--- src/sv/iow_pkg.sv ---
// Shared types, constants and the option type table of the IPv4 option walker.
// No dependencies; every other file of the block depends on this package.
package iow_pkg;

    localparam int BYTE_W = 8;
    localparam int OFS_W  = 6;
    localparam int PLEN_W = 16;
    localparam int MAX_HDR_DEFAULT = 60;

    localparam logic [OFS_W-1:0]  OPT_BASE    = 6'd20;
    localparam logic [BYTE_W-1:0] OPT_EOL     = 8'd0;
    localparam logic [BYTE_W-1:0] OPT_NOP     = 8'd1;
    localparam logic [BYTE_W-1:0] TLV_MIN_LEN = 8'd2;
    localparam logic [OFS_W-1:0]  ONE_BYTE_LEN = 6'd1;

    localparam logic KIND_RECORD  = 1'b0;
    localparam logic KIND_SUMMARY = 1'b1;

    typedef struct packed {
        logic              result_kind;
        logic [BYTE_W-1:0] option_type;
        logic [OFS_W-1:0]  option_offset;
        logic [OFS_W-1:0]  option_len;
        logic              tainted;
        logic [OFS_W-1:0]  padding_len;
        logic [OFS_W-1:0]  header_len;
        logic              malformed;
        logic              last_result;
    } t_result;

    typedef struct packed {
        logic [1:0] count;
        t_result    res0;
        t_result    res1;
    } t_walk_out;

    function automatic logic known_tlv(input logic [BYTE_W-1:0] t);
        case (t) inside
            8'd7, 8'd10, 8'd11, 8'd12, 8'd15, 8'd25, 8'd30, 8'd68, 8'd82,
            8'd130, 8'd131, 8'd133, 8'd134, 8'd136, 8'd137, 8'd142, 8'd144,
            8'd145, 8'd147, 8'd148, 8'd149, 8'd150, 8'd151, 8'd152, 8'd205:
                return 1'b1;
            default:
                return 1'b0;
        endcase
    endfunction

endpackage

--- src/sv/iow_in_if.sv ---
// Input channel of the IPv4 option walker: one header byte per beat.
// Depends on iow_pkg for field widths.
interface iow_in_if;
    logic                          valid;
    logic                          ready;
    logic [iow_pkg::BYTE_W-1:0]    data_byte;
    logic                          first_byte;
    logic [iow_pkg::PLEN_W-1:0]    packet_len;

    modport source (output valid, output data_byte, output first_byte,
                    output packet_len, input ready);
    modport sink   (input valid, input data_byte, input first_byte,
                    input packet_len, output ready);
endinterface

--- src/sv/iow_out_if.sv ---
// Result channel of the IPv4 option walker: one option record or summary per beat.
// Depends on iow_pkg for field widths.
interface iow_out_if;
    logic                        valid;
    logic                        ready;
    logic                        result_kind;
    logic [iow_pkg::BYTE_W-1:0]  option_type;
    logic [iow_pkg::OFS_W-1:0]   option_offset;
    logic [iow_pkg::OFS_W-1:0]   option_len;
    logic                        tainted;
    logic [iow_pkg::OFS_W-1:0]   padding_len;
    logic [iow_pkg::OFS_W-1:0]   header_len;
    logic                        malformed;
    logic                        last_result;

    modport source (output valid, output result_kind, output option_type,
                    output option_offset, output option_len, output tainted,
                    output padding_len, output header_len, output malformed,
                    output last_result, input ready);
    modport sink   (input valid, input result_kind, input option_type,
                    input option_offset, input option_len, input tainted,
                    input padding_len, input header_len, input malformed,
                    input last_result, output ready);
endinterface

--- src/sv/iow_walk.sv ---
// Walk state registers and the per-beat option parsing step.
// Depends on iow_pkg; yields up to two results per accepted beat.
module iow_walk #(
    parameter int MAX_HEADER_BYTES = iow_pkg::MAX_HDR_DEFAULT
) (
    input  logic                          i_clk,
    input  logic                          i_rst_n,
    input  logic                          i_accept,
    input  logic [iow_pkg::BYTE_W-1:0]    i_data_byte,
    input  logic                          i_first_byte,
    input  logic [iow_pkg::PLEN_W-1:0]    i_packet_len,
    output iow_pkg::t_walk_out            o_walk
);
    import iow_pkg::*;

    localparam logic [OFS_W-1:0] MaxEnd = OFS_W'(MAX_HEADER_BYTES);

    typedef enum logic [1:0] {
        PH_IDLE,
        PH_TYPE,
        PH_TLV,
        PH_STOP
    } t_phase;

    t_phase             r_phase,      n_phase;
    logic [OFS_W-1:0]   r_byte_index, n_byte_index;
    logic [OFS_W-1:0]   r_area_end,   n_area_end;
    logic [OFS_W-1:0]   r_opt_start,  n_opt_start;
    logic [BYTE_W-1:0]  r_opt_len,    n_opt_len;
    logic [BYTE_W-1:0]  r_opt_code,   n_opt_code;
    logic               r_taint,      n_taint;
    logic [OFS_W-1:0]   r_walk_pos,   n_walk_pos;
    logic [OFS_W-1:0]   r_hdr,        n_hdr;

    always_comb begin
        logic [OFS_W-1:0]  idx;
        logic [OFS_W-1:0]  hdr_new;
        logic [OFS_W-1:0]  end_new;
        logic              rec_vld;
        logic [BYTE_W-1:0] rec_type;
        logic [OFS_W-1:0]  rec_off;
        logic [OFS_W-1:0]  rec_len;
        logic              sum_vld;
        logic              sum_mal;
        t_result           rec;
        t_result           sum;

        n_phase      = r_phase;
        n_byte_index = r_byte_index;
        n_area_end   = r_area_end;
        n_opt_start  = r_opt_start;
        n_opt_len    = r_opt_len;
        n_opt_code   = r_opt_code;
        n_taint      = r_taint;
        n_walk_pos   = r_walk_pos;
        n_hdr        = r_hdr;
        idx          = r_byte_index + 6'd1;
        hdr_new      = {i_data_byte[3:0], 2'b00};
        end_new      = hdr_new;
        rec_vld      = 1'b0;
        rec_type     = '0;
        rec_off      = '0;
        rec_len      = '0;
        sum_vld      = 1'b0;
        sum_mal      = 1'b0;

        if (i_first_byte) begin
            n_hdr        = hdr_new;
            n_byte_index = '0;
            n_taint      = 1'b0;
            n_opt_start  = OPT_BASE;
            n_opt_len    = '0;
            n_opt_code   = '0;
            n_walk_pos   = OPT_BASE;
            n_area_end   = OPT_BASE;
            if (i_packet_len <= PLEN_W'(OPT_BASE)) begin
                sum_vld = 1'b1;
                sum_mal = 1'b1;
            end else if (hdr_new <= OPT_BASE) begin
                sum_vld = 1'b1;
            end else begin
                if (PLEN_W'(hdr_new) > i_packet_len) begin
                    end_new = i_packet_len[OFS_W-1:0];
                    n_taint = 1'b1;
                end
                if (end_new > MaxEnd) begin
                    end_new = MaxEnd;
                    n_taint = 1'b1;
                end
                n_area_end = end_new;
                if (end_new <= OPT_BASE) begin
                    sum_vld = 1'b1;
                end else begin
                    n_phase = n_taint ? PH_STOP : PH_TYPE;
                end
            end
        end else if (r_phase != PH_IDLE) begin
            n_byte_index = idx;
            if (idx >= OPT_BASE && idx < r_area_end) begin
                case (r_phase)
                    PH_TYPE: begin
                        n_walk_pos = idx;
                        if (i_data_byte == OPT_EOL || i_data_byte == OPT_NOP) begin
                            rec_vld    = 1'b1;
                            rec_type   = i_data_byte;
                            rec_off    = idx - OPT_BASE;
                            rec_len    = ONE_BYTE_LEN;
                            n_walk_pos = idx + 6'd1;
                            if (i_data_byte == OPT_EOL) begin
                                n_phase = PH_STOP;
                            end
                        end else if (known_tlv(i_data_byte) &&
                                     ({1'b0, idx} + 7'd1) < {1'b0, r_area_end}) begin
                            n_opt_start = idx;
                            n_opt_code  = i_data_byte;
                            n_opt_len   = '0;
                            n_phase     = PH_TLV;
                        end else begin
                            n_taint = 1'b1;
                            n_phase = PH_STOP;
                        end
                    end
                    PH_TLV: begin
                        if ({1'b0, idx} == {1'b0, r_opt_start} + 7'd1) begin
                            if (i_data_byte < TLV_MIN_LEN ||
                                ({3'b0, r_opt_start} + {1'b0, i_data_byte}) >
                                {3'b0, r_area_end}) begin
                                n_taint = 1'b1;
                                n_phase = PH_STOP;
                            end else begin
                                n_opt_len = i_data_byte;
                                if (i_data_byte == TLV_MIN_LEN) begin
                                    rec_vld    = 1'b1;
                                    rec_type   = r_opt_code;
                                    rec_off    = r_opt_start - OPT_BASE;
                                    rec_len    = TLV_MIN_LEN[OFS_W-1:0];
                                    n_walk_pos = idx + 6'd1;
                                    n_phase    = PH_TYPE;
                                end
                            end
                        end else if ({2'b0, idx} ==
                                     {2'b0, r_opt_start} + r_opt_len - 8'd1) begin
                            rec_vld    = 1'b1;
                            rec_type   = r_opt_code;
                            rec_off    = r_opt_start - OPT_BASE;
                            rec_len    = r_opt_len[OFS_W-1:0];
                            n_walk_pos = idx + 6'd1;
                            n_phase    = PH_TYPE;
                        end
                    end
                    default: begin
                    end
                endcase
            end
            if (r_area_end != '0 && idx == r_area_end - 6'd1) begin
                sum_vld = 1'b1;
            end
        end

        if (sum_vld) begin
            n_phase = PH_IDLE;
        end

        rec               = '0;
        rec.result_kind   = KIND_RECORD;
        rec.option_type   = rec_type;
        rec.option_offset = rec_off;
        rec.option_len    = rec_len;
        rec.header_len    = n_hdr;
        rec.last_result   = !sum_vld;

        sum               = '0;
        sum.result_kind   = KIND_SUMMARY;
        sum.tainted       = n_taint;
        sum.malformed     = sum_mal;
        sum.header_len    = n_hdr;
        sum.last_result   = 1'b1;
        if (!sum_mal && n_area_end > n_walk_pos) begin
            sum.padding_len = n_area_end - n_walk_pos;
        end

        o_walk.count = {1'b0, rec_vld} + {1'b0, sum_vld};
        o_walk.res0  = rec_vld ? rec : sum;
        o_walk.res1  = sum;
    end

    always_ff @(posedge i_clk) begin
        if (!i_rst_n) begin
            r_phase      <= PH_IDLE;
            r_byte_index <= '0;
            r_area_end   <= '0;
            r_opt_start  <= '0;
            r_opt_len    <= '0;
            r_opt_code   <= '0;
            r_taint      <= 1'b0;
            r_walk_pos   <= '0;
            r_hdr        <= '0;
        end else if (i_accept) begin
            r_phase      <= n_phase;
            r_byte_index <= n_byte_index;
            r_area_end   <= n_area_end;
            r_opt_start  <= n_opt_start;
            r_opt_len    <= n_opt_len;
            r_opt_code   <= n_opt_code;
            r_taint      <= n_taint;
            r_walk_pos   <= n_walk_pos;
            r_hdr        <= n_hdr;
        end
    end

endmodule

--- src/sv/iow_outq.sv ---
// Two-entry result buffer that drives the result channel.
// Depends on iow_pkg and iow_out_if; takes up to two results per input beat.
module iow_outq (
    input  logic                  i_clk,
    input  logic                  i_rst_n,
    input  logic                  i_push,
    input  iow_pkg::t_walk_out    i_walk,
    output logic                  o_room,
    iow_out_if.source             o_out
);
    import iow_pkg::*;

    logic [1:0] r_cnt,   n_cnt;
    t_result    r_slot0, n_slot0;
    t_result    r_slot1, n_slot1;
    logic       pop;

    assign pop    = (r_cnt != 2'd0) && o_out.ready;
    assign o_room = (r_cnt == 2'd0) || (r_cnt == 2'd1 && o_out.ready);

    always_comb begin
        n_cnt   = r_cnt;
        n_slot0 = r_slot0;
        n_slot1 = r_slot1;
        if (i_push) begin
            n_slot0 = i_walk.res0;
            n_slot1 = i_walk.res1;
            n_cnt   = i_walk.count;
        end else if (pop) begin
            n_slot0 = r_slot1;
            n_cnt   = r_cnt - 2'd1;
        end
    end

    always_ff @(posedge i_clk) begin
        if (!i_rst_n) begin
            r_cnt <= 2'd0;
        end else begin
            r_cnt <= n_cnt;
        end
        r_slot0 <= n_slot0;
        r_slot1 <= n_slot1;
    end

    assign o_out.valid         = (r_cnt != 2'd0);
    assign o_out.result_kind   = r_slot0.result_kind;
    assign o_out.option_type   = r_slot0.option_type;
    assign o_out.option_offset = r_slot0.option_offset;
    assign o_out.option_len    = r_slot0.option_len;
    assign o_out.tainted       = r_slot0.tainted;
    assign o_out.padding_len   = r_slot0.padding_len;
    assign o_out.header_len    = r_slot0.header_len;
    assign o_out.malformed     = r_slot0.malformed;
    assign o_out.last_result   = r_slot0.last_result;

`ifndef SYNTHESIS
    a_cnt_max: assert property (@(posedge i_clk) disable iff (!i_rst_n)
        r_cnt <= 2'd2)
        else $error("result buffer count above two");

    a_push_fits: assert property (@(posedge i_clk) disable iff (!i_rst_n)
        i_push |-> (r_cnt == 2'd0 || (r_cnt == 2'd1 && pop)))
        else $error("beat accepted into a full result buffer");

    a_pair_order: assert property (@(posedge i_clk) disable iff (!i_rst_n)
        (r_cnt == 2'd2) |-> (!r_slot0.last_result && r_slot1.last_result))
        else $error("buffered result pair has wrong last marks");

    a_drain: assert property (@(posedge i_clk) disable iff (!i_rst_n)
        (r_cnt == 2'd2 && pop) |=> (r_cnt == 2'd1))
        else $error("result pair did not drain by one");
`endif

endmodule

--- src/sv/ipv4_option_walker.sv ---
// IPv4 option walker top level: one header byte per input beat, option records and a
// summary per header on the result channel. Depends on iow_pkg, iow_in_if, iow_out_if,
// iow_walk and iow_outq.
//
// A byte can be taken every cycle, and its results appear on the result channel in the
// cycle after it is taken. Each byte yields zero, one or two result beats; two come only
// when an option ends on the last byte of the option area (record, then summary). The
// two-entry result buffer then holds both, so input ready stays low after such a byte
// until the record has been taken, and also whenever the result side stalls with a result still buffered.
// Throughput is one byte per cycle otherwise.
module ipv4_option_walker #(
    parameter int MAX_HEADER_BYTES = iow_pkg::MAX_HDR_DEFAULT
) (
    input  logic       i_clk,
    input  logic       i_rst_n,
    iow_in_if.sink     i_in,
    iow_out_if.source  o_out
);
    import iow_pkg::*;

    t_walk_out walk;
    logic      room;
    logic      accept;

    assign i_in.ready = room;
    assign accept     = i_in.valid && room;

    iow_walk #(
        .MAX_HEADER_BYTES (MAX_HEADER_BYTES)
    ) u_walk (
        .i_clk        (i_clk),
        .i_rst_n      (i_rst_n),
        .i_accept     (accept),
        .i_data_byte  (i_in.data_byte),
        .i_first_byte (i_in.first_byte),
        .i_packet_len (i_in.packet_len),
        .o_walk       (walk)
    );

    iow_outq u_outq (
        .i_clk   (i_clk),
        .i_rst_n (i_rst_n),
        .i_push  (accept),
        .i_walk  (walk),
        .o_room  (room),
        .o_out   (o_out)
    );

endmodule

--- src/flat_wrapper.sv ---
// flat-port wrapper written by rule: the top's interface ports become plain ports
module ipv4_option_walker_flat import iow_pkg::*;
#(
    parameter int MAX_HEADER_BYTES = iow_pkg::MAX_HDR_DEFAULT
)
  (i_clk, i_rst_n, i_in_valid, i_in_data_byte, i_in_first_byte, i_in_packet_len, i_in_ready, o_out_valid, o_out_result_kind, o_out_option_type, o_out_option_offset, o_out_option_len, o_out_tainted, o_out_padding_len, o_out_header_len, o_out_malformed, o_out_last_result, o_out_ready);
  iow_in_if i_in_i ();
  iow_out_if o_out_i ();
  input  logic i_clk;
  input  logic i_rst_n;
  input wire logic [$bits(i_in_i.valid)-1:0] i_in_valid;
  input wire logic [$bits(i_in_i.data_byte)-1:0] i_in_data_byte;
  input wire logic [$bits(i_in_i.first_byte)-1:0] i_in_first_byte;
  input wire logic [$bits(i_in_i.packet_len)-1:0] i_in_packet_len;
  output wire logic [$bits(i_in_i.ready)-1:0] i_in_ready;
  output wire logic [$bits(o_out_i.valid)-1:0] o_out_valid;
  output wire logic [$bits(o_out_i.result_kind)-1:0] o_out_result_kind;
  output wire logic [$bits(o_out_i.option_type)-1:0] o_out_option_type;
  output wire logic [$bits(o_out_i.option_offset)-1:0] o_out_option_offset;
  output wire logic [$bits(o_out_i.option_len)-1:0] o_out_option_len;
  output wire logic [$bits(o_out_i.tainted)-1:0] o_out_tainted;
  output wire logic [$bits(o_out_i.padding_len)-1:0] o_out_padding_len;
  output wire logic [$bits(o_out_i.header_len)-1:0] o_out_header_len;
  output wire logic [$bits(o_out_i.malformed)-1:0] o_out_malformed;
  output wire logic [$bits(o_out_i.last_result)-1:0] o_out_last_result;
  input wire logic [$bits(o_out_i.ready)-1:0] o_out_ready;
  assign i_in_i.valid = i_in_valid;
  assign i_in_i.data_byte = i_in_data_byte;
  assign i_in_i.first_byte = i_in_first_byte;
  assign i_in_i.packet_len = i_in_packet_len;
  assign i_in_ready = i_in_i.ready;
  assign o_out_valid = o_out_i.valid;
  assign o_out_result_kind = o_out_i.result_kind;
  assign o_out_option_type = o_out_i.option_type;
  assign o_out_option_offset = o_out_i.option_offset;
  assign o_out_option_len = o_out_i.option_len;
  assign o_out_tainted = o_out_i.tainted;
  assign o_out_padding_len = o_out_i.padding_len;
  assign o_out_header_len = o_out_i.header_len;
  assign o_out_malformed = o_out_i.malformed;
  assign o_out_last_result = o_out_i.last_result;
  assign o_out_i.ready = o_out_ready;
  ipv4_option_walker #(.MAX_HEADER_BYTES(MAX_HEADER_BYTES)) u_core (.i_clk(i_clk), .i_rst_n(i_rst_n), .i_in(i_in_i), .o_out(o_out_i));
endmodule
--- config.mk ---
export PLATFORM = sky130hd
export DESIGN_NAME = ipv4_option_walker_flat
export DESIGN_NICKNAME = d
export VERILOG_FILES = /design/src/sv/iow_pkg.sv /design/src/sv/iow_in_if.sv /design/src/sv/iow_out_if.sv /design/src/sv/iow_walk.sv /design/src/sv/iow_outq.sv /design/src/sv/ipv4_option_walker.sv /design/src/flat_wrapper.sv
export SDC_FILE = /design/constraint.sdc
export NUM_CORES = 1
export LEC_CHECK = 0
export CAP_MARGIN = 20
export CORE_MARGIN = 3
export CORE_UTILIZATION = 33
export DETAILED_ROUTE_END_ITERATION = 16
export DONT_BUFFER_PORTS = 1
export GPL_TIMING_DRIVEN = 0
export SETUP_SLACK_MARGIN = 0.1
export SYNTH_ARGS = -nofsm -noshare
export SYNTH_HDL_FRONTEND = slang
export SYNTH_SLANG_ARGS = --single-unit
--- constraint.sdc ---
create_clock -name i_clk -period 7.2 [get_ports i_clk]
set_clock_uncertainty 0.15 [all_clocks]
set_input_delay 2.16 -clock i_clk [delete_from_list [all_inputs] [get_ports i_clk]]
set_output_delay 2.16 -clock i_clk [all_outputs]
set_load 0.02 [all_outputs]
# Word level (Yosys, flattened, before mapping)
# Index checks and enable logic that the tools add are counted.
word_totals:
  out_inout_bits: 38
  register_bits: 101
  elab_cells: 252
  input_bits: 29
classes:
  add_sub_neg: 13
  n_mux: 130
  n_lt_le_gt_ge: 11
  n_reduce_logical: 31
  eq_ne: 44
ops:
  columns: ["operator", "count"]
  rows:
  - ["6-bit two-way mux", 42]
  - ["8-bit two-way mux", 21]
  - ["8-bit equality test (second input constant)", 16]
  - ["36-bit two-way mux", 3]
  - ["1-bit two-way mux", 38]
  - ["2-bit two-way mux", 18]
  - ["6-bit one-hot mux with 2 select lines", 3]
  - ["8-bit by 4-bit equality test with 1-bit output (second input constant)", 4]
  - ["8-bit one-hot mux with 2 select lines", 2]
  - ["25-bit OR reduction", 1]
  - ["8-bit by 5-bit equality test with 1-bit output (second input constant)", 2]
  - ["8-bit by 7-bit equality test with 1-bit output (second input constant)", 2]
  - ["6-bit by 16-bit greater-than comparator with 1-bit output", 1]
  - ["16-bit by 5-bit <= comparator with 1-bit output (second input constant)", 1]
  - ["6-bit by 1-bit adder with 7-bit output (second input constant)", 2]
  - ["2-bit nonzero test", 7]
  - ["6-bit by 1-bit adder with 6-bit output (second input constant)", 2]
  - ["6-bit by 5-bit <= comparator with 1-bit output (second input constant)", 2]
  - ["3-bit inequality test (second input constant)", 4]
  - ["6-bit by 5-bit subtractor with 6-bit output (second input constant)", 2]
  - ["5-bit inequality test (second input constant)", 2]
  - ["10-bit AND reduction", 1]
  - ["6-bit by 8-bit adder with 9-bit output", 1]
  - ["9-bit by 6-bit greater-than comparator with 1-bit output", 1]
  - ["other kinds (36)", 51]

# Longest topological paths before layout
# Gate-level depths: netlist of run 1.
logic_depth:
  word_depth: 18
  mapped_depth: 26
  depth_no_buf: 26

# Cells and area by module
# A second synthesis of run 1 with hierarchy kept.
unflattened:
  cells_unflattened: 865
  hier_area_um2: 8588.2
by_module_without_submodules:
  columns: ["module", "n_inst", "area_per_inst_um2", "cells_each", "seq_area_each_um2"]
  rows:
  - ["iow_walk", 1, 5800.6, 733, 980.9]
  - ["iow_outq", 1, 2781.4, 131, 2202.1]
  - ["ipv4_option_walker", 1, 6.3, 1, 0.0]

# Worst setup path after synthesis of run 1
# Ideal clock, no wire load.
synth_path:
  path_type: "input-to-reg"
  from: "input port i_in_data_byte[0]"
  to: "register u_core.u_outq.r_slot0, in the netlist u_core.u_outq.o_out.padding_len[2], data pin"
  setup_time_ps: 269
  arrival_time_ps: 6668
  t_required_ps: 6781
  path_slack_ps: 113
  cell_stages: 26
  path_buffers: 1
  path_cell_list: "ha_1 > inv_1 > fa_1 > nand2b_1 > a21oi_1 > nor2_1 > xnor2_1 > ha_1 > a211oi_1 > o31ai_1 > a221oi_2 > nor4b_4 > a22oi_2 > o21ai_1 > a22o_1 > ha_1 > inv_1 > fa_1 > a21oi_1 > nor2_1 > nor2_1 > nor2b_1 > o21a_1 > o221ai_1 > clkbuf_1 > o41ai_1"
synth_rtl:
  columns: ["item", "line", "text"]
  rows:
  - ["from (decl)", "flat_wrapper.sv:12", "input wire logic [$bits(i_in_i.data_byte)-1:0] i_in_data_byte;"]
  - ["to (signal assigned)", "iow_outq.sv:41", "r_slot0 <= n_slot0;"]
  - ["to (decl)", "iow_outq.sv:14", "t_result r_slot0, n_slot0;"]

==> results by group, run 1 <==
Timing
  • Minimum clock period after layout: 6.849 ns
  • Worst slew pin tran: 0.9317 ns
  • Fin. Hold Viols: 0
  • Hold_ws: 0.2975 ns
  • Rel. slew slack: 37.89%
  • Period Utilization, post-route: 95.12%
  • Endpoints failing setup: 0
  • Final count of pins violating max slew: 0
  • RSZ-0062 raised after global routing: false
  • Peak Freq: 146.0 MHz

Power
  • Max VDD drop: 94.01 µV
  • P_leak: between 3 and 4 nW
  • Final Power: roughly 1.6 mW
  • PD cells: 197.3 nW/µm²

Logic synthesis
  • Seq cells post-synth: between 100 and 150
  • Xor and xnor area share after synthesis: 5.843%
  • Number of synthesized flops with an enable pin: 50
  • Mapped Cells: roughly 800
  • Yosys top cell area share: roughly a fifth
  • Mapped cell area: slightly above 7000 µm²
  • Synth top area cells: edfxtp_1 21%, dfxtp_1 14%, ha_1 11%, xnor2_1 4.2%, a21oi_1 3.7%
  • Post-synth top area cell: edfxtp_1
  • Ys flop type: dfxtp_1
  • Largest family of logic cells by synthesized area: compound AO/OA/AOI/OAI gates
  • Yosys warns: 0
  • Syn_nets: ~900
  • Mux contribution to synthesized area: 2.430%
  • Compound-Gate Fraction of Synth Area: between 20 and 25%
  • Simple-Gate Fraction of Synth Area: 18.65%
  • Post-Syn Area per Cell: 9.063 µm²
  • Synth unique cells: 90
  • Sequential area share after synthesis: 34.75%
  • Adder-Cell Fraction of Synth Area: 11.86%
  • Asr flop ratio synth: 0%

Place
  • Port bufs: 0
  • Placer Congestion: slightly below 1
  • Post-place instance area: 7611 µm²
  • Post-DP HPWL: 16.56 mm

Routing
  • Pre-antenna DRT Iters: 5
  • WL/cell: 19.97 µm
  • Via count: 6283
  • Drt total wl: 22.17 mm
  • Drt drc: 0
  • DRT iter0 DRCs: 554
  • Vias per cell: between 5 and 6
  • DRT antenna net count: 0

Clock network
  • Clk buf depth: 2
  • CTS Buf Count: 9
  • Worst-Skew Late Latency: 0.36 ns
  • CTS Sinks: 101
  • CTS tree: yes
  • Clk slew on worst S/H paths: 0.07 ns
  • H-tree Lvls: 3
  • CTS Root Cell: clkbuf_16

Min path
  • Hold Path Depth: 2
  • Hold EP: u_core.u_walk.r_opt_code[7]
  • Min-Delay Path Class: reg -> reg
  • Hold_sp: u_core.u_walk.r_opt_code[7]

Floorplan
  • Die Y: ~150 µm
  • Starting Density: approximately a third
  • DIE AREA: 23810 µm²
  • # IOs: 67
  • Core area: 21290 µm²
  • Die Span X: about 150 µm
  • Cell row count: 53

Critical path
  • CP delay by family, top: compound AO/OA/AOI/OAI gates
  • Worst path required time: 7.13 ns
  • CP Class: in -> reg
  • CP startpoint kind: primary input
  • Worst Path Buf+Inv: 2
  • Crit-path most repeated cell: ha_1
  • Critical R2R Launch: u_core.u_walk.r_byte_index[0]
  • CP max FO: 5
  • CP max-delay cell: fa_2
  • Worst setup EP type: register
  • Max stage delay on crit path: around 0.37 ns
  • Worst Path Arrival: 6.78 ns
  • R2R setup slack: 1.21 ns
  • Reg2reg end: u_core.u_outq.o_out.padding_len[2]
  • Reg2reg path depth: 23

Status
  • Status: complete, no violations

Run
  • Max Cap Viol: 0

Final layout
  • Final instance area: a little over 8000 µm²
  • Layout cells sized above 1: between 10% and 20%
  • Layout filler cell count: 2152
  • Antenna diodes: 0
  • Area delta synth->final: 12.08%
  • Nets@finish: about 930
  • Post-layout util: about two fifths

GRT
  • Vias in the first global route: slightly below 6000
  • Overall routing resource usage: 18.23%
  • Largest net degree at the start of global routing: 41
  • Initial antenna violation count: 0
  • First-pass GRT wire length: 34.18 mm
  • Remaining global-route overflow: 0
==> tightest hold or removal path, cell delays in order, from the launching register on <==
cell     delay, ns
dfxtp_1       0.31
nand2_1       0.05
a21oi_1       0.05
==> synthesized netlist by cell type (6+ instances only) <==
library cell	n
nand3_1	27
nand2_1	60
nor3_1	14
a21oi_1	54
o22ai_1	8
inv_1	69
nor3b_1	6
a211oi_1	10
o211ai_1	10
clkbuf_1	25
and3_1	15
o21ai_1	8
xor2_1	6
nand4_1	18
or3_1	7
o21ai_0	31
edfxtp_1	50
a21o_1	8
xnor2_1	35
buf_2	6
a22oi_1	7
and2_1	8
mux2i_1	12
dfxtp_1	51
ha_1	64
nor2_1	47
nand2b_1	6
a22o_1	9
o21a_1	6
==> through the flow <==
| step | setup TNS, ns | setup slack (ns) | instances |
|---|---|---|---|
| 6_report | 0 | 0.3515 | 1110 |
| 5_1_grt | 0 | 0.1144 | 1110 |
| 4_1_cts | 0 | 0.1153 | 1095 |
| 3_5_place_dp | -9.748 | -0.9045 | 1077 |
| 3_3_place_gp | -9.125 | -0.8488 | 1076 |
| 2_1_floorplan | 0 | 0.1134 | 801 |
==> worst max path at each step <==
| stage | startpoint | endpoint | cells past startpoint |
|---|---|---|---|
| 5_1_grt | i_in_data_byte[1] | u_core.u_outq.o_out.padding_len[2] | 25 |
| 6_report | i_in_data_byte[1] | u_core.u_outq.o_out.padding_len[2] | 25 |
| 2_1_floorplan | i_in_data_byte[0] | u_core.u_outq.o_out.padding_len[2] | 26 |
| 4_1_cts | i_in_data_byte[0] | u_core.u_outq.o_out.padding_len[4] | 26 |
| 3_3_place_gp | i_in_data_byte[0] | u_core.u_outq.o_out.padding_len[4] | 26 |
| 3_5_place_dp | i_in_data_byte[0] | u_core.u_outq.o_out.padding_len[2] | 26 |
==> layout by cell type (no fill, tap or decap), types with 10 or more instances in the layout <==
cell	instances
inv_1	69
ha_1	64
nand2_1	60
a21oi_1	53
dfxtp_1	51
edfxtp_1	50
nor2_1	46
xnor2_1	35
o21ai_0	31
nand3_1	27
clkbuf_1	24
nand4_1	18
buf_4	16
and3_1	14
nor3_1	14
mux2i_1	12
o211ai_1	10
==> kinds of logic after synthesis <==
kind of cell,count (synthesis)
AND/OR/NAND/NOR,247
XOR/XNOR,45
AO/OA/AOI/OAI,216
multiplexers,17
buffers and inverters,108
flip-flops,101
adder cells (fa/ha/maj),67
==> flip-flops by register name (all words and copies together) (netlist names), 8 cells and up <==
signal,flops
u_core.u_outq.r_slot1,14
u_core.u_walk.r_opt_len,8
u_core.u_walk.r_opt_code,8
u_core.u_outq.o_out.option_type,8
==> metal layers <==
metal	track usage (%)	up-vias	share of wire (%)
met1	25.41	2978	46
met4	5.845	0	2.5
met3	4.337	43	8.3
li1	-	3021	-
met2	27.93	241	44
met5	0	-	0
==> power by group <==
group | switching [mW] | internal, mW
sequential | 0.0708 | 0.684
clock | 0.244 | 0.244
combinational | 0.238 | 0.125
total | 0.552 | 1.05
==> final cells by class <==
class	count	area [µm²]	share of cell area [%]
buffer	35	153.9	1.891
clock buffer	9	225.2	2.768
clock inverter	7	63.81	0.7843
inverter	73	276.5	3.398
multi-input combinational	592	4408	54.18
sequential	101	2522	31.00
tap	275	344.1	4.229
timing repair buffer	18	142.6	1.753
==> repair_timing <==
action,4_1_cts,5_1_grt
resized for setup,6,18
endpoints found under the setup margin,12,12
gates cloned,0,1
pin swaps,1,13
hold buffers,0,0
buffers inserted,2,13
(Power assumes the default switching activity.)
==> run 2: changes to the inputs <==
--- a/config.mk
+++ b/config.mk
@@ -7,10 +7,11 @@
 export LEC_CHECK = 0
 export CAP_MARGIN = 20
 export CORE_MARGIN = 3
-export CORE_UTILIZATION = 33
+export CORE_UTILIZATION = 55
 export DETAILED_ROUTE_END_ITERATION = 16
 export DONT_BUFFER_PORTS = 1
 export GPL_TIMING_DRIVEN = 0
+export PLACE_DENSITY_LB_ADDON = 0.08
 export SETUP_SLACK_MARGIN = 0.1
 export SYNTH_ARGS = -nofsm -noshare
 export SYNTH_HDL_FRONTEND = slang
==> results by group, run 2 (synthesis gave the netlist of run 1 again) <==
Floorplan
  • Die Span X: 120.9 µm (-22%)
  • Die Y: 120.9 µm (-22%)
  • Starting Density: 56.83% (+23 points)
  • Cell row count: 41 (-23%)
  • Core area: 12770 µm² (-40%)
  • DIE AREA: 14610 µm² (-39%)
  • # IOs: 67 (unchanged)

Clock network
  • CTS Hold Bufs: 0 (unchanged)
  • H-tree Lvls: 3 (unchanged)
  • Clk slew on worst S/H paths: 0.07 ns (about the same)
  • CTS Root Cell: clkbuf_16
  • Worst-Skew Late Latency: 0.36 ns (about the same)
  • CTS tree: yes
  • Clk buf depth: 2 (unchanged)
  • CTS Sinks: 101 (unchanged)
  • CTS Buf Count: 9 (unchanged)

Critical path
  • Critical R2R Launch: u_core.u_walk.r_byte_index[0]
  • CP startpoint kind: primary input
  • Worst path required time: 7.21 ns (+0.08 ns)
  • Crit-path most repeated cell: ha_1
  • CP max FO: 9 (+4)
  • Worst Path Arrival: 6.95 ns (+0.17 ns)
  • Max stage delay on crit path: 0.37 ns (about the same)
  • Worst setup startpoint: i_in_data_byte[0]
  • CP delay by family, top: compound AO/OA/AOI/OAI gates
  • Critical path depth in cells: 27 (+8.0%)
  • Worst Path Buf+Inv: 4 (+2)
  • Worst setup EP type: register
  • R2R setup slack: 1.05 ns (-0.16 ns)
  • Reg2reg path depth: 23 (unchanged)
  • CP Class: in -> reg
  • Critical Path End: u_core.u_outq.o_out.padding_len[4]
  • Reg2reg end: u_core.u_outq.o_out.padding_len[4]
  • CP max-delay cell: a221oi_4

Routing
  • WL/cell: 22.98 µm (+15%)
  • DRT iter0 DRCs: 609 (+9.9%)
  • Drt drc: 0 (unchanged)
  • Pre-antenna DRT Iters: 5 (unchanged)
  • DRT antenna net count: 0 (unchanged)
  • Drt total wl: 23.03 mm (+3.9%)
  • Via count: 6493 (+3.3%)
  • Vias per cell: 6.480 (+14%)

Final layout
  • Largest register FFs: 14 (unchanged)
  • Antenna diodes: 0 (unchanged)
  • Largest Register: u_core.u_outq.r_slot1
  • Post-layout util: 62.67% (+24 points)
  • Most common cell after layout, fill and taps aside: inv_1
  • Area delta synth->final: 10.27%
  • Layout cells sized above 1: 10.72% (-0.53 points)
  • Non-filler cells, final: 1002 (-9.7%)
  • Layout filler cell count: 1117 (-48%)
  • Commonest cells after routing, fill and taps aside: 69 x inv_1, 64 x ha_1, 60 x nand2_1
  • Nets@finish: 921 (-0.54%)

Place
  • Placed cell count: 974 (-9.6%)
  • Port bufs: 0 (unchanged)
  • Post-DP HPWL: 17.22 mm (+4.0%)
  • Placer Congestion: 0.9725 (+0.88%)

Timing
  • Rel. slew slack: 34.19% (-3.7 points)
  • Fin. Hold Viols: 0 (unchanged)
  • Final count of pins violating max slew: 0 (unchanged)
  • Setup_tns: 0 ns (unchanged)
  • Minimum clock period after layout: 6.941 ns (+0.09219 ns)
  • Endpoints failing setup: 0 (unchanged)
  • Period Utilization, post-route: 96.40% (+1.3 points)
  • Peak Freq: 144.1 MHz (-1.3%)
  • Hold_ws: 0.3003 ns (+0.002744 ns)
  • Worst slew pin tran: 0.9781 ns (+0.04645 ns)

GRT
  • Remaining global-route overflow: 0 (unchanged)
  • First-pass GRT wire length: 34.71 mm (+1.6%)
  • Largest net degree at the start of global routing: 41 (unchanged)
  • Overall routing resource usage: 31.41% (+13 points)
  • Vias in the first global route: 6222 (+6.3%)
  • Initial antenna violation count: 0 (unchanged)

Run
  • Max Cap Viol: 0 (unchanged)

Min path
  • Min-Delay Path Class: reg -> reg

Power
  • Max VDD drop: 108.5 µV (+15%)
  • P_leak: 3.155 nW (about the same)
  • PD cells: 204.3 nW/µm² (+3.6%)
  • Final Power: 1.635 mW (+1.9%)

Status
  • Status: complete, no violations
-- run 2: cell types whose count changed in the layout (fill, tap and decap cells not counted), moves of 2 or more --
cell / previous run / this run
clkinv_4: 2 / 0
buf_4: 16 / 9
buf_2: 6 / 8
inv_6: 4 / 0
clkinvlp_4: 0 / 2
o41ai_1: 2 / 0
-- run 2: worst min path at each step --
| stage | start | to | slack, ns | cells past startpoint |
|---|---|---|---|---|
| after floorplan | u_core.u_walk.r_opt_code[4] | u_core.u_walk.r_opt_code[4] | 0.28 | 2 |
| after global placement | u_core.u_walk.r_opt_code[3] | u_core.u_walk.r_opt_code[3] | 0.29 | 2 |
| after detailed placement | u_core.u_walk.r_opt_code[4] | u_core.u_walk.r_opt_code[4] | 0.29 | 2 |
| after CTS | u_core.u_walk.r_opt_code[4] | u_core.u_walk.r_opt_code[4] | 0.30 | 2 |
| after global routing | u_core.u_walk.r_opt_code[6] | u_core.u_walk.r_opt_code[6] | 0.33 | 2 |
| final | u_core.u_walk.r_opt_code[4] | u_core.u_walk.r_opt_code[4] | 0.30 | 2 |
-- run 2: layout make-up --
type | count | area [µm²] | area share (%)
clock inverters | 6 | 71.32 | 0.8909
inverters | 73 | 276.5 | 3.454
multi-input cells | 592 | 4433 | 55.38
repair buffers | 13 | 103.9 | 1.297
well taps | 172 | 215.2 | 2.688
flip-flops and latches | 101 | 2522 | 31.51
plain buffers | 35 | 153.9 | 1.922
clock buffers | 10 | 229.0 | 2.860
-- run 2: worst register-to-register path, stage by stage (launching register included) --
cell and delay, ns:
dfxtp_1 0.40, buf_2 0.27, inv_1 0.25, ha_1 0.34, buf_2 0.25, inv_1 0.21
ha_1 0.31, nand2b_1 0.07, a21oi_1 0.06, o31ai_1 0.52, nand3_1 0.53, nor2_1 0.53
a22o_1 0.27, ha_1 0.15, inv_1 0.07, fa_2 0.38, a21oi_2 0.16, nor2_1 0.08
nor2_2 0.12, nor2b_1 0.07, o21a_1 0.18, o221ai_2 0.23, buf_6 0.18, o41ai_2 0.09
-- run 2: power by group --
group          internal [mW]  switching, mW
Combinational          0.125          0.248
Sequential             0.684         0.0721
Clock                  0.274          0.232
-- run 2: repair_timing --
action                                  4_1_cts  5_1_grt
resized for setup                            11       15
setup buffers                                 4        6
endpoints found under the setup margin       12       12
pin swaps                                     3        8
cloned                                        1        0
-- run 2: per-layer routing --
layer | track usage [%] | up-vias | part of all wire [%]
li1 | - | 3002 | -
met1 | 41.74 | 3112 | 41
met2 | 48.42 | 336 | 46
met3 | 9.091 | 43 | 10
met4 | 12.11 | 0 | 2.8
met5 | 0 | - | 0
-- run 2: metrics by stage --
step / setup slack, ns / area (µm²)
after floorplan: 0.1134 / 7259
after global placement: -0.7867 / 7475
after detailed placement: -1.088 / 7480
after CTS: 0.1109 / 7876
after global routing: -0.01518 / 8005
final: 0.2593 / 8005
